$ cat src/rtl/sfla_pkg.sv
// ----------------------------------------------------------------------------
// Segregated free-list allocator package
// Shared widths, constants, item types, datapath commands and the size-class
// lookup used by the controller and the datapath.
// ----------------------------------------------------------------------------
package sfla_pkg;

  // Heap geometry.
  localparam int HEAP_WORDS  = 65536;
  localparam int WORD_AW     = $clog2(HEAP_WORDS);
  localparam int WORD_W      = 32;
  localparam int ADDR_W      = 18;
  localparam int SIZE_W      = 19;
  localparam int END_W       = 19;
  localparam int WALK_W      = 20;
  localparam int GROW_W      = 20;
  localparam int CHUNK_W     = 17;
  localparam int NUM_CLASSES = 12;
  localparam int CLS_W       = $clog2(NUM_CLASSES);

  localparam logic [END_W-1:0]   HEAP_BYTES    = END_W'(HEAP_WORDS * 4);
  localparam logic [SIZE_W-1:0]  MIN_BLOCK     = SIZE_W'(24);
  localparam logic [ADDR_W-1:0]  FIRST_PAYLOAD = ADDR_W'(16);
  localparam logic [CHUNK_W-1:0] RESET_CHUNK   = CHUNK_W'(2048);

  // Reset layout is written by a short sequence of word stores.
  localparam int INIT_LEN = 8;
  localparam int INIT_W   = $clog2(INIT_LEN);

  // Opcodes and result status codes.
  localparam logic OPC_ALLOC = 1'b0;
  localparam logic OPC_FREE  = 1'b1;

  localparam logic [1:0] ST_DONE    = 2'd0;
  localparam logic [1:0] ST_OOM     = 2'd1;
  localparam logic [1:0] ST_IGNORED = 2'd2;

  // Upper size limit of each class; the last class takes everything larger.
  localparam logic [SIZE_W-1:0] CLASS_LIMIT [15] = '{
    SIZE_W'(24), SIZE_W'(48), SIZE_W'(72), SIZE_W'(96), SIZE_W'(120),
    SIZE_W'(240), SIZE_W'(480), SIZE_W'(960), SIZE_W'(1920), SIZE_W'(3840),
    SIZE_W'(7680), SIZE_W'(15360), SIZE_W'(30720), SIZE_W'(61440),
    SIZE_W'(122880)
  };

  typedef struct packed {
    logic              opcode;
    logic [ADDR_W-1:0] req_size;
    logic [ADDR_W-1:0] block_addr;
  } in_item_t;

  typedef struct packed {
    logic [ADDR_W-1:0] result_addr;
    logic [1:0]        status;
  } out_item_t;

  // One datapath micro-operation per cycle.
  typedef enum logic [5:0] {
    OP_NOP, OP_INIT, OP_ACCEPT, OP_IGNORE, OP_OOM,
    OP_FIT_HEAD, OP_FIT_TEST, OP_FIT_CHK, OP_FIT_NEXT,
    OP_GROW_SIZE, OP_GROW_HDR, OP_GROW_FTR, OP_GROW_EPI,
    OP_MRG_RD, OP_MRG_SZ, OP_MRG_PT, OP_MRG_NX, OP_MRG_PV, OP_MRG_HDR, OP_MRG_FTR,
    OP_RM_RD, OP_RM_CLS, OP_RM_PRED, OP_RM_NEXT, OP_RM_BACK,
    OP_PU_RD, OP_PU_CLS, OP_PU_LINK, OP_PU_BACK,
    OP_PL_RD, OP_PL_SZ, OP_PL_HDR, OP_PL_A_FTR, OP_PL_R_HDR, OP_PL_R_FTR, OP_PL_W_FTR,
    OP_WK_TEST, OP_WK_CHK, OP_FR_HDR, OP_FR_FTR, OP_OUT
  } op_t;

  typedef struct packed {
    op_t               op;
    logic [INIT_W-1:0] init_step;
  } cmd_t;

  // Decision flags returned by the datapath.
  typedef struct packed {
    logic is_free;
    logic req_zero;
    logic addr_zero;
    logic p_zero;
    logic cls_last;
    logic fit_ok;
    logic oom;
    logic next_free;
    logic prev_free;
    logic split;
    logic p_end;
    logic hit;
    logic hit_alloc;
    logic s_zero;
  } flags_t;

  // Size class of a block size.
  function automatic logic [CLS_W-1:0] class_of(input logic [SIZE_W-1:0] size);
    logic [CLS_W-1:0] c;
    c = CLS_W'(NUM_CLASSES - 1);
    for (int i = NUM_CLASSES - 2; i >= 0; i--) begin
      if (size <= CLASS_LIMIT[i]) c = CLS_W'(i);
    end
    return c;
  endfunction

endpackage

$ cat src/rtl/sfla_ctrl.sv
// ----------------------------------------------------------------------------
// Allocator controller
// Sequences allocate and free commands as datapath micro-operations, with
// shared list-remove, list-push and merge routines entered by return state.
// ----------------------------------------------------------------------------
module sfla_ctrl (
  input  logic               clk,
  input  logic               rst,
  input  logic               in_valid,
  output logic               in_stall,
  output logic               out_valid,
  input  logic               out_stall,
  output sfla_pkg::cmd_t     cmd,
  input  sfla_pkg::flags_t   flags
);
  import sfla_pkg::*;

  typedef enum logic [5:0] {
    S_INIT, S_IDLE, S_DISP, S_IGN, S_OOM,
    S_FIT_HEAD, S_FIT_TEST, S_FIT_CHK, S_FIT_NEXT,
    S_GROW_SIZE, S_GROW_CHK, S_GROW_HDR, S_GROW_FTR, S_GROW_EPI,
    S_MRG_RD, S_MRG_SZ, S_MRG_PT, S_MRG_NX, S_MRG_PV, S_MRG_HDR, S_MRG_FTR,
    S_RM_RD, S_RM_CLS, S_RM_PRED, S_RM_NEXT, S_RM_BACK,
    S_PU_RD, S_PU_CLS, S_PU_LINK, S_PU_BACK,
    S_PL_RD, S_PL_SZ, S_PL_HDR, S_PL_A_FTR, S_PL_R_HDR, S_PL_R_FTR, S_PL_W_FTR,
    S_WK_TEST, S_WK_CHK, S_FR_HDR, S_FR_FTR, S_OUT
  } state_t;

  state_t            state, state_next;
  state_t            rm_ret, rm_ret_next;
  state_t            pu_ret, pu_ret_next;
  state_t            mg_ret, mg_ret_next;
  logic [INIT_W-1:0] step, step_next;
  logic              out_valid_next;

  assign in_stall = (state != S_IDLE);

  // Next state, return states and the command for this cycle.
  always_comb begin
    state_next     = state;
    rm_ret_next    = rm_ret;
    pu_ret_next    = pu_ret;
    mg_ret_next    = mg_ret;
    step_next      = step;
    cmd.op         = OP_NOP;
    cmd.init_step  = step;
    out_valid_next = out_valid & out_stall;
    unique case (state)
      S_INIT: begin
        cmd.op    = OP_INIT;
        step_next = step + INIT_W'(1);
        if (step == INIT_W'(INIT_LEN - 1)) state_next = S_IDLE;
      end
      S_IDLE: begin
        if (in_valid) begin
          cmd.op     = OP_ACCEPT;
          state_next = S_DISP;
        end
      end
      S_DISP: begin
        if (flags.is_free) state_next = flags.addr_zero ? S_IGN : S_WK_TEST;
        else               state_next = flags.req_zero ? S_IGN : S_FIT_HEAD;
      end
      S_IGN: begin
        cmd.op     = OP_IGNORE;
        state_next = S_OUT;
      end
      S_OOM: begin
        cmd.op     = OP_OOM;
        state_next = S_OUT;
      end
      // First-fit search over the class lists.
      S_FIT_HEAD: begin
        cmd.op     = OP_FIT_HEAD;
        state_next = S_FIT_TEST;
      end
      S_FIT_TEST: begin
        cmd.op = OP_FIT_TEST;
        priority if (!flags.p_zero) state_next = S_FIT_CHK;
        else if (flags.cls_last)    state_next = S_GROW_SIZE;
        else                        state_next = S_FIT_HEAD;
      end
      S_FIT_CHK: begin
        cmd.op     = OP_FIT_CHK;
        state_next = flags.fit_ok ? S_PL_RD : S_FIT_NEXT;
      end
      S_FIT_NEXT: begin
        cmd.op     = OP_FIT_NEXT;
        state_next = S_FIT_TEST;
      end
      // Heap growth.
      S_GROW_SIZE: begin
        cmd.op     = OP_GROW_SIZE;
        state_next = S_GROW_CHK;
      end
      S_GROW_CHK:  state_next = flags.oom ? S_OOM : S_GROW_HDR;
      S_GROW_HDR: begin
        cmd.op     = OP_GROW_HDR;
        state_next = S_GROW_FTR;
      end
      S_GROW_FTR: begin
        cmd.op     = OP_GROW_FTR;
        state_next = S_GROW_EPI;
      end
      S_GROW_EPI: begin
        cmd.op      = OP_GROW_EPI;
        mg_ret_next = S_PL_RD;
        state_next  = S_MRG_RD;
      end
      // Merge with free neighbors, then push onto its list.
      S_MRG_RD: begin
        cmd.op     = OP_MRG_RD;
        state_next = S_MRG_SZ;
      end
      S_MRG_SZ: begin
        cmd.op     = OP_MRG_SZ;
        state_next = S_MRG_PT;
      end
      S_MRG_PT: begin
        cmd.op     = OP_MRG_PT;
        state_next = S_MRG_NX;
      end
      S_MRG_NX: begin
        cmd.op = OP_MRG_NX;
        if (flags.next_free) begin
          rm_ret_next = S_MRG_PV;
          state_next  = S_RM_RD;
        end else begin
          state_next = S_MRG_PV;
        end
      end
      S_MRG_PV: begin
        cmd.op = OP_MRG_PV;
        if (flags.prev_free) begin
          rm_ret_next = S_MRG_HDR;
          state_next  = S_RM_RD;
        end else begin
          state_next = S_MRG_HDR;
        end
      end
      S_MRG_HDR: begin
        cmd.op     = OP_MRG_HDR;
        state_next = S_MRG_FTR;
      end
      S_MRG_FTR: begin
        cmd.op      = OP_MRG_FTR;
        pu_ret_next = mg_ret;
        state_next  = S_PU_RD;
      end
      // Unlink a block from its class list.
      S_RM_RD: begin
        cmd.op     = OP_RM_RD;
        state_next = S_RM_CLS;
      end
      S_RM_CLS: begin
        cmd.op     = OP_RM_CLS;
        state_next = S_RM_PRED;
      end
      S_RM_PRED: begin
        cmd.op     = OP_RM_PRED;
        state_next = S_RM_NEXT;
      end
      S_RM_NEXT: begin
        cmd.op     = OP_RM_NEXT;
        state_next = S_RM_BACK;
      end
      S_RM_BACK: begin
        cmd.op     = OP_RM_BACK;
        state_next = rm_ret;
      end
      // Push a block at the head of its class list.
      S_PU_RD: begin
        cmd.op     = OP_PU_RD;
        state_next = S_PU_CLS;
      end
      S_PU_CLS: begin
        cmd.op     = OP_PU_CLS;
        state_next = S_PU_LINK;
      end
      S_PU_LINK: begin
        cmd.op     = OP_PU_LINK;
        state_next = S_PU_BACK;
      end
      S_PU_BACK: begin
        cmd.op     = OP_PU_BACK;
        state_next = pu_ret;
      end
      // Place the request in the chosen block, splitting off the rest when it is large enough.
      S_PL_RD: begin
        cmd.op     = OP_PL_RD;
        state_next = S_PL_SZ;
      end
      S_PL_SZ: begin
        cmd.op      = OP_PL_SZ;
        rm_ret_next = S_PL_HDR;
        state_next  = S_RM_RD;
      end
      S_PL_HDR: begin
        cmd.op     = OP_PL_HDR;
        state_next = flags.split ? S_PL_A_FTR : S_PL_W_FTR;
      end
      S_PL_A_FTR: begin
        cmd.op     = OP_PL_A_FTR;
        state_next = S_PL_R_HDR;
      end
      S_PL_R_HDR: begin
        cmd.op     = OP_PL_R_HDR;
        state_next = S_PL_R_FTR;
      end
      S_PL_R_FTR: begin
        cmd.op      = OP_PL_R_FTR;
        pu_ret_next = S_OUT;
        state_next  = S_PU_RD;
      end
      S_PL_W_FTR: begin
        cmd.op     = OP_PL_W_FTR;
        state_next = S_OUT;
      end
      // Free: walk the blocks from the first one to validate the address.
      S_WK_TEST: begin
        cmd.op     = OP_WK_TEST;
        state_next = flags.p_end ? S_IGN : S_WK_CHK;
      end
      S_WK_CHK: begin
        cmd.op = OP_WK_CHK;
        priority if (flags.hit && flags.hit_alloc) state_next = S_FR_HDR;
        else if (flags.hit || flags.s_zero)        state_next = S_IGN;
        else                                       state_next = S_WK_TEST;
      end
      S_FR_HDR: begin
        cmd.op     = OP_FR_HDR;
        state_next = S_FR_FTR;
      end
      S_FR_FTR: begin
        cmd.op      = OP_FR_FTR;
        mg_ret_next = S_OUT;
        state_next  = S_MRG_RD;
      end
      // Hand the result to the output register once it is free.
      S_OUT: begin
        if (!out_valid || !out_stall) begin
          cmd.op         = OP_OUT;
          out_valid_next = 1'b1;
          state_next     = S_IDLE;
        end
      end
      default: state_next = S_IDLE;
    endcase
  end

  // State, return states and output valid.
  always_ff @(posedge clk) begin
    if (rst) begin
      state     <= S_INIT;
      rm_ret    <= S_IDLE;
      pu_ret    <= S_IDLE;
      mg_ret    <= S_IDLE;
      step      <= '0;
      out_valid <= 1'b0;
    end else begin
      state     <= state_next;
      rm_ret    <= rm_ret_next;
      pu_ret    <= pu_ret_next;
      mg_ret    <= mg_ret_next;
      step      <= step_next;
      out_valid <= out_valid_next;
    end
  end

endmodule

$ cat config.mk
export PLATFORM = sky130hd
export DESIGN_NAME = sfla_ctrl
export DESIGN_NICKNAME = d
export VERILOG_FILES = /design/src/rtl/sfla_pkg.sv /design/src/rtl/sfla_ctrl.sv
export SDC_FILE = /design/constraint.sdc
export NUM_CORES = 1
export LEC_CHECK = 0
export BUFFER_PORTS_ARGS = -buffer_cell sky130_fd_sc_hd__buf_4
export CAP_MARGIN = 20
export CORE_UTILIZATION = 40
export CTS_CLUSTER_DIAMETER = 50
export DETAILED_ROUTE_END_ITERATION = 8
export PLACE_DENSITY = 0.55
export SLEW_MARGIN = 0
export SYNTH_ARGS = -nofsm -noshare
export SYNTH_HDL_FRONTEND = slang
export SYNTH_SLANG_ARGS = --single-unit
$ cat constraint.sdc
create_clock -name clk -period 1.83 [get_ports clk]
set_input_delay 0.183 -clock clk [delete_from_list [all_inputs] [get_ports clk]]
set_output_delay 0.183 -clock clk [all_outputs]
set_load 0.01 [all_outputs]
======== After elaboration in Yosys (flattened, before gate mapping) ========
Cells that the tools add are included.
storage, ports and cells
  word-level logic and storage cells ...... 98
  output and inout port bits .............. 11
  input port bits ......................... 18
  bits in registers ....................... 28
cells by class
  equal/unequal tests ..................... 48
  mux-type cells .......................... 27
  $add $sub $neg .......................... 1
  bitwise logic cells ..................... 1
  reduce and logical (&&, ||, !) cells .... 15
operator list
  kind                 number
  $pmux 6 s40          1
  $pmux 6 s37          1
  $eq 6x5->1 const B   16
  $mux 6               11
  $eq 6x6->1 const B   10
  $eq 6x4->1 const B   8
  $eq 6x3->1 const B   4
  $pmux 6 s2           2
  $pmux 6 s3           1
  $eq 6x2->1 const B   2
  $mux 3               4
  $mux 4               3
  $ne 2x2->1 const B   5
  $eq 6x1->1 const B   1
  $logic_not 6->1      1
  $ne 6x1->1 const B   1
  $reduce_and 3->1     2
  $reduce_or 2->1      3
  $mux 5               1
  $reduce_bool 2->1    2
  $add 3x1->3 const B  1
  $eq 3x3->1 const B   1
  $reduce_bool 3->1    1
  $reduce_or 3->1      1
  other kinds (6)      9

======== Longest topological paths before layout ========
Gate-level depths: netlist of the first run.
  word-level depth ........................ 4
  mapped depth ............................ 8
  depth with buffers taken out ............ 5

======== Worst setup path after synthesis of the first run ========
OpenSTA, ideal clock, no wires.
  path kind ............................... reg-to-output
  start ................................... register state[3]
  end ..................................... output cmd[7] in the netlist's numbering
  stages on the path, launching flop included .. 6
  data required time ...................... 1.647 ns
  path slack .............................. 0.165 ns
  path buffers ............................ 3
  data arrival time ....................... 1.482 ns
  cell sequence ........................... dfxtp_1 buf_4 buf_2 buf_2 nor4_1 mux2i_1
RTL lines
  what                      RTL line          text
  start: declaration        sfla_ctrl.sv:29   state_t state, state_next;
  start signal: assignment  sfla_ctrl.sv:261  state <= state_next;
  end: declaration          sfla_ctrl.sv:13   output sfla_pkg::cmd_t cmd,

==> results of run 1 <==
[worst max-delay path, stage by stage, from the launching register on]
cell and delay [ns]:
dfxtp_2 0.35, buf_12 0.15, or2_1 0.25, nor2_1 0.16
o21a_1 0.18, a221oi_2 0.04, o22ai_1 0.17, buf_4 0.14
[state kept, by name, summed over array words and instances, names as in the netlist]
| register | cells |
|---|---|
| mg_ret | 4 |
| out_valid | 1 |
| step | 3 |
| rm_ret | 3 |
| pu_ret | 4 |
| state | 6 |
[routing by layer]
layer | up-vias | wire, µm | share of wire
met1 | 1079 | 3030 | 0.43
met4 | 0 | 211 | 0.030
met3 | 24 | 571 | 0.081
li1 | 1104 | - | -
met5 | - | 0 | 0
met2 | 135 | 3230 | 0.46
[path summary, 6_finish.rpt]
kind / end / cells after the start
worst max-delay path: cmd[4] / 7
worst min-delay path: rm_ret[0]$_SDFFE_PP1P_ / 3
worst max register to register: state[0]$_SDFFE_PP0P_ / 7
worst min register to register: mg_ret[0]$_SDFFE_PP1P_ / 1
[cells by family after synthesis]
group,Yosys count,share of synthesized area
mux,11,0.0560
compound gates,77,0.271
fa+ha+maj,2,0.0126
flops,21,0.211
buf+inv,30,0.0982
simple gates,118,0.347
xor+xnor,1,0.00441
[repair_timing]
action,CTS,global route
buffers inserted,0,7
endpoints found under the setup margin,6,7
gates resized for setup,18,19
cloned,0,1
pin swaps,2,4
[report_power, final]
part	internal, W	switching (W)
combinational	0.00124	0.00143
clock	0.000154	0.000161
sequential	0.000540	0.000100
[placed cells by master (no fill, tap or decap), types with 3 or more instances in the layout]
cell type,netlist,layout
nand3_1,13,13
nor2_1,25,23
a31oi_1,6,6
nor3_1,7,7
dfxtp_4,0,3
o21ai_1,6,6
nand2_1,19,19
nand4_1,5,5
o21ai_0,6,6
dfxtp_2,0,3
o22ai_1,5,5
buf_4,7,63
o32ai_1,4,4
nor3b_1,3,3
nor2b_1,6,6
mux2i_1,10,10
a21oi_1,21,21
clkbuf_8,0,3
nor2_4,1,5
nand2b_1,10,8
buf_12,0,5
and4_1,3,3
dfxtp_1,21,15
[area by class of cell]
class / instances / area, µm² / area share
multi-input cells: 209 / 1480 / 0.543
flip-flops and latches: 21 / 435 / 0.160
clock buffers: 3 / 41.3 / 0.0152
well taps: 67 / 83.8 / 0.0308
clock inverters: 1 / 7.51 / 0.00276
inverters: 6 / 25.0 / 0.00920
repair buffers: 73 / 651 / 0.239
[metrics by stage]
stage | TNS, ns | hold WS, ns
floorplan | 0 | 0.331
CTS | 0 | 0.201
global placement | 0 | 0.462
finish | -0.0556 | 0.206
global route | -0.294 | 0.208
detailed placement | 0 | 0.463
==> impl_metrics.ini, run 1 <==
[outcome]
status = finished, violations left
violations = negative setup slack

[global_route]
grt-busiest-layer = met2
grt_pass1_vias = 2116
grt_pass1_wl_um = 10800
antenna_found_initial = 0
grt_max_degree = 24
gr-usage-met2 = 0.422
grt_util_all_layers = 0.268
met1_usage = 0.363
met3_usage = 0.0486
overflow = 0

[clocking]
clock_latency_ns = 0.26
cts.sinks = 21
cts_buffer_depth = 2
cts_root_buffer = clkbuf_8
cts_made_buffers = 3
cts_tree = done
cts_hold_buf = 0
clk_pin_slew_ns = 0.08
cts-htree-levels = 1

[route]
drtIter0Drc = 253
dr_total_vias = 2342
drt_first_pass_iters = 5
postRouteAntennaNets = 0
drcViolationCount = 0
wl_per_cell_um = 18.5
finalWirelength_um = 7040
vias_per_cell = 6.16

[worst_setup_path]
r2r_slack_ns = 0.05
worst-setup-path-type = flop to primary output
worst_ep_required_time_ns = 1.65
crit_path_end_kind = primary output
arrival_ns = 1.70
r2r-start = state[1]$_SDFFE_PP0P_
startpoint_type = flop
crit_start = state[0]$_SDFFE_PP0P_
worst-path-max-fanout = 15

[synthesis]
ys_seq_area_frac = 0.211
synthTopCellsByArea = dfxtp_1 21%, a21oi_1 5.3%, mux2i_1 5.0%
synth_top_cell_area_share = 0.211
ys_types = 69
yosysWarningCount = 0
synthFlopType = dfxtp_1
synth_nets = 280
yosys-top-cells-count = 25 x nor2_1, 21 x a21oi_1, 21 x dfxtp_1, 19 x nand2_1, 13 x nand3_1
synthMostInstantiatedCell = nor2_1
ys_ff_latch = 21
netlist_area_um2 = 1990
syn_inst = 260
yosys.area.top_type = dfxtp_1
synth_edf_count = 0
async_flop_share = 0
avgSynthCellArea_um2 = 7.65

[power_and_ir_drop]
total_power_w = 0.00363
p_per_area_nw_per_um2 = 1330
p_leak_nw = 1.08
ir_drop_v = 0.000504

[floorplanning]
start_util = 0.418
row_count = 25
dieWidth_um = 72.5
pin_count = 29
die_area_um2 = 5260
dieHeight_um = 72.5
fp.coreArea_um2 = 4750

[sta]
skew_ns = 0.00598
hold_viol_final = 0
grt_setup_unrepaired = true
maxSlewHeadroom = 0.759
final.period_utilization = 1.03
layout_setup_ws_ns = -0.0530
min_period_ns = 1.88
fmax_mhz = 531
slew_violations = 0
worst_pin_slew_ns = 0.360
finalSetupViolCount = 2

[placement]
hpwl_um = 5000
place.gp.congestion = 0.901
dpl-instance-area_um2 = 2420
io_buffers = 28
place_ws_ns = 0.00775
place_inst = 368

[job]
cap_viol_max_count = 0

[worst_hold_path]
hp-start = flags[5]
min_path_type = input pin to flop

[final_layout]
drive_gt1_frac = 0.348
final_util = 0.572
antenna_cells = 0
syn2layout_area_growth_pct = 36.8
n_fill_cell = 458
fin_cells = 380
fin_area_um2 = 2720
final_nets = 334
Note: power is estimated with default switching activity, not from simulation.
==> run 2, diff against run 1 <==
==> constraint.sdc (replaced) <==
create_clock -name clk -period 2.4 [get_ports clk]
set_input_delay 0.24 -clock clk [delete_from_list [all_inputs] [get_ports clk]]
set_output_delay 0.24 -clock clk [all_outputs]
set_load 0.01 [all_outputs]
==> run 2 against run 1 <==
  * The flow now finishes without violations
  * Via count is 6.8% lower
  * Sequential share of layout area rose by 2.5 points
  * Critical path depth is 1 lower
  * Power down 38%
  * Clock power decreased by 24%
  * Largest power group unchanged
==> impl_metrics.ini, run 2 (synthesis results as in run 1) <==
[final_layout]
reg_top3 = state: 6 flops, mg_ret: 4 flops, pu_ret: 4 flops
largest_reg_flops = 6
largest_register = state
mostFrequentLayoutCells = 41 x buf_4, 25 x nor2_1, 21 x a21oi_1, 21 x dfxtp_1, 19 x nand2_1
antenna_cells = 0
final_nets = 303
syn2layout_area_growth_pct = 14.5
final_common_cell = buf_4
drive_gt1_frac = 0.223
final_util = 0.479
n_fill_cell = 522

[worst_setup_path]
worst-setup-path-type = flop to primary output
worst-path-max-fanout = 19
startpoint_type = flop
crit_path_end_kind = primary output
arrival_ns = 2.09
worst_ep_required_time_ns = 2.16

[route]
vias_per_cell = 6.26
dr_total_vias = 2183
finalWirelength_um = 6160
drcViolationCount = 0
drtIter0Drc = 251
wl_per_cell_um = 17.6
postRouteAntennaNets = 0
drt_first_pass_iters = 5

[power_and_ir_drop]
p_per_area_nw_per_um2 = 981
power_frac_seq = 0.219
p_sw_w = 0.00110
ir_drop_v = 0.000412
p_int_w = 0.00113
p_leak_nw = 0.868
combPwrFrac = 0.673
swShare = 0.494
clock_power_share = 0.107

[global_route]
grt_pass1_wl_um = 10000
antenna_found_initial = 0
grt_pass1_vias = 1977
grt_util_all_layers = 0.249
overflow = 0
grt_max_degree = 31

[worst_hold_path]
min_path_type = input pin to flop

[clocking]
cts_hold_buf = 0
clk_pin_slew_ns = 0.08
cts_buffer_depth = 2
cts-resized-gates = 0
postCtsSetupRepairBufs = 0
clock_latency_ns = 0.26
cts_root_buffer = clkbuf_8
cts-htree-levels = 1
cts_made_buffers = 3
cts_tree = done
cts.sinks = 21

[floorplanning]
fp.coreArea_um2 = 4750
pin_count = 29
dieHeight_um = 72.5
row_count = 25
die_area_um2 = 5260
dieWidth_um = 72.5
start_util = 0.418

[sta]
maxSlewHeadroom = 0.530
final.period_utilization = 0.971
grt_setup_unrepaired = false
worst_pin_slew_ns = 0.704
finalSetupViolCount = 0
min_period_ns = 2.33
hold_viol_final = 0
setup-tns-final_ns = 0
slew_violations = 0
skew_ns = 0.00215
fmax_mhz = 429

[outcome]
status = completed

[placement]
io_buffers = 28
hpwl_um = 4670
place.gp.congestion = 0.989

[job]
cap_viol_max_count = 0
-- run 2: cell count changes in the layout (fill, tap and decap cells not counted), moves of 3 or more --
cell     change
buf_4       -22
dfxtp_1      +6
buf_12       -4
nor2_4       -4
dfxtp_2      -3
dfxtp_4      -3
-- run 2: worst max-delay path, stage by stage (launching register included) --
cell       delay, ns
dfxtp_1         0.54
buf_4           0.28
buf_4           0.14
a2111oi_0       0.45
nor2_1          0.14
o21ai_1         0.14
buf_4           0.13
-- run 2: worst paths after layout --
check,from,end,slack [ns],cells past startpoint
worst max-delay path,state[2]$_SDFFE_PP0P_,cmd[6],0.07,6
worst min-delay path,flags[5],rm_ret[0]$_SDFFE_PP1P_,0.25,3
worst max register to register,state[2]$_SDFFE_PP0P_,state[5]$_SDFFE_PP0P_,0.28,5
worst min register to register,mg_ret[0]$_SDFFE_PP1P_,mg_ret[0]$_SDFFE_PP1P_,0.48,1
-- run 2: per-stage QoR --
stage / setup WS [ns] / std cells / hold slack [ns] / cell area [µm²] / total power, W
final: 0.0690 / 349 / 0.252 / 2280 / 0.00223
after global routing: 0.00215 / 349 / 0.267 / 2280 / 0.00239
after CTS: 0.116 / 349 / 0.251 / 2280 / 0.00221
after detailed placement: 0.342 / 345 / 0.459 / 2230 / 0.00197
after global placement: 0.346 / 345 / 0.449 / 2230 / 0.00200
after floorplan: 0.678 / 260 / 0.388 / 1990 / 0.00156
-- run 2: layout make-up --
cell class / count / area (µm²) / share of cell area
inverters: 6 / 22.5 / 0.00990
multi-input cells: 209 / 1370 / 0.603
repair buffers: 42 / 328 / 0.144
well taps: 67 / 83.8 / 0.0368
clock buffers: 3 / 41.3 / 0.0181
flip-flops and latches: 21 / 420 / 0.185
clock inverters: 1 / 7.51 / 0.00330
-- run 2: power groups by stage --
stage	Combinational (W)	Sequential (W)	Clock, W
floorplan	0.00110	0.000458	0
global placement	0.00150	0.000496	0
detailed placement	0.00147	0.000497	0
CTS	0.00148	0.000489	0.000246
global route	0.00163	0.000498	0.000263
finish	0.00150	0.000489	0.000240
-- run 2: metal layers --
metal / vias to the layer above / track usage / wire, µm
li1: 1026 / - / -
met1: 1025 / 0.352 / 2700
met4: 0 / 0.102 / 193
met3: 23 / 0.0569 / 583
met2: 109 / 0.362 / 2680
met5: - / 0 / 0
==> run 3, diff against run 2 <==
==> constraint.sdc (replaced) <==
create_clock -name clk -period 2.6 [get_ports clk]
set_input_delay 0.26 -clock clk [delete_from_list [all_inputs] [get_ports clk]]
set_output_delay 0.26 -clock clk [all_outputs]
set_load 0.01 [all_outputs]
==> run 3 against run 2 <==
  * Via count grew 0.37%
  * Combinational power shrank 10%
  * Sequential cell count is the same
  * Core utilization grew 0.079 points
  * Design area grew 0.17%
  * Clock power shrank 7%
  * Count of clock-buffer cells in the layout is the same
  * Global-route usage is essentially flat
  * Clock skew grew 0.0035 ns
  * First-iteration DRC count shrank 18%
  * Critical endpoint is now cmd[4]
==> impl_metrics.ini, run 3 (synthesis results as in run 1) <==
[clocking]
cts_buffer_depth = 2
cts_made_buffers = 3
cts_root_buffer = clkbuf_8
cts_tree = done
cts-htree-levels = 1
clk_pin_slew_ns = 0.08
postCtsSetupRepairBufs = 0
clock_latency_ns = 0.26
cts_hold_buf = 0
cts-resized-gates = 0
cts.sinks = 21

[worst_setup_path]
worst_ep_required_time_ns = 2.34
worst-path-max-fanout = 20
critPathMaxStageDelay_ns = 0.80
crit_chain = or2_1 -> nor2_1 -> o21a_1 -> a221oi_1 -> o22ai_1 -> buf_4
startpoint_type = flop
worst-setup-path-type = flop to primary output
cpMaxStageDelayCell = dfxtp_1
arrival_ns = 2.20
crit_buf_inv = 1
crit_family = flip-flops
crit_path_end_kind = primary output

[power_and_ir_drop]
total_power_w = 0.00207
ir_drop_v = 0.000370
p_per_area_nw_per_um2 = 907
p_leak_nw = 0.874

[global_route]
antenna_found_initial = 0
grt_pass1_vias = 1954
overflow = 0
grt_util_all_layers = 0.249
grt_pass1_wl_um = 10100
grt_max_degree = 28

[sta]
min_period_ns = 2.46
setup-tns-final_ns = 0
slew_violations = 0
worst_pin_slew_ns = 0.727
grt_setup_unrepaired = false
final.period_utilization = 0.947
fmax_mhz = 406
layout_setup_ws_ns = 0.137
maxSlewHeadroom = 0.515
skew_ns = 0.00565
hold_viol_final = 0
finalSetupViolCount = 0

[final_layout]
final_common_cell = buf_4
reg_top3 = state: 6 flops, mg_ret: 4 flops, pu_ret: 4 flops
mostFrequentLayoutCells = 44 x buf_4, 25 x nor2_1, 21 x a21oi_1, 21 x dfxtp_1, 19 x nand2_1
antenna_cells = 0
syn2layout_area_growth_pct = 14.7
drive_gt1_frac = 0.229
largest_register = state
final_nets = 305
largest_reg_flops = 6

[floorplanning]
dieHeight_um = 72.5
fp.coreArea_um2 = 4750
start_util = 0.418
die_area_um2 = 5260
dieWidth_um = 72.5
row_count = 25
pin_count = 29

[placement]
io_buffers = 28
place.gp.congestion = 0.926
hpwl_um = 4840
place_ws_ns = 0.528

[job]
cap_viol_max_count = 0

[route]
finalWirelength_um = 6380
drtIter0Drc = 206
wl_per_cell_um = 18.2
vias_per_cell = 6.24
drt_first_pass_iters = 5
dr_total_vias = 2191
drcViolationCount = 0
postRouteAntennaNets = 0

[worst_hold_path]
min_path_type = input pin to flop

[outcome]
status = completed
-- run 3: changes by cell type in the layout (fill, tap and decap cells not counted) --
| cell | previous run | this run |
|---|---|---|
| a2111oi_0 | 1 | 0 |
| buf_4 | 41 | 44 |
| buf_12 | 1 | 0 |
| a2111oi_1 | 0 | 1 |
-- run 3: tightest hold or removal path: cells and delay by family --
| family | cells | cell delay [ns] |
|---|---|---|
| and+or+nand+nor | 2 | 0.14 |
| buffers and inverters | 1 | 0.11 |
-- run 3: report_power, final --
part           switching (W)  leakage [nW]  internal, W
Combinational       0.000788         0.683     0.000562
Sequential          0.000125         0.170     0.000370
Clock               0.000114        0.0217     0.000108
Total                0.00103         0.874      0.00104
-- run 3: layout make-up --
type	instances	area, µm²
Clock buffer	3	41.3
Fill cell	523	2470
Multi-Input combinational cell	209	1370
Timing Repair Buffer	44	330
Clock inverter	1	7.51
Inverter	6	22.5
Tap cell	67	83.8
Sequential cell	21	420
-- run 3: routing by layer --
metal	share of wire	vias up	GRT usage
met5	0	-	0
met4	0.033	0	0.0806
met3	0.098	21	0.0528
met2	0.44	143	0.384
met1	0.42	1002	0.345
li1	-	1025	-
-- run 3: stage by stage --
stage                     hold slack, ns   util  cells  area, µm²
after CTS                          0.275  0.479    351       2280
after detailed placement           0.483  0.469    347       2230
after global placement             0.478  0.469    347       2230
after global routing               0.277  0.479    351       2280
final                              0.275  0.479    351       2280
after floorplan                    0.408      -    260       1990
-- run 3: worst paths after layout --
check / endpoint / cells past startpoint / from / slack, ns
max: cmd[4] / 6 / state[0]$_SDFFE_PP0P_ / 0.14
min reg2reg: mg_ret[0]$_SDFFE_PP1P_ / 1 / mg_ret[0]$_SDFFE_PP1P_ / 0.49
min: rm_ret[0]$_SDFFE_PP1P_ / 3 / flags[5] / 0.28
max reg2reg: pu_ret[4]$_SDFFE_PP0P_ / 4 / state[2]$_SDFFE_PP0P_ / 0.45
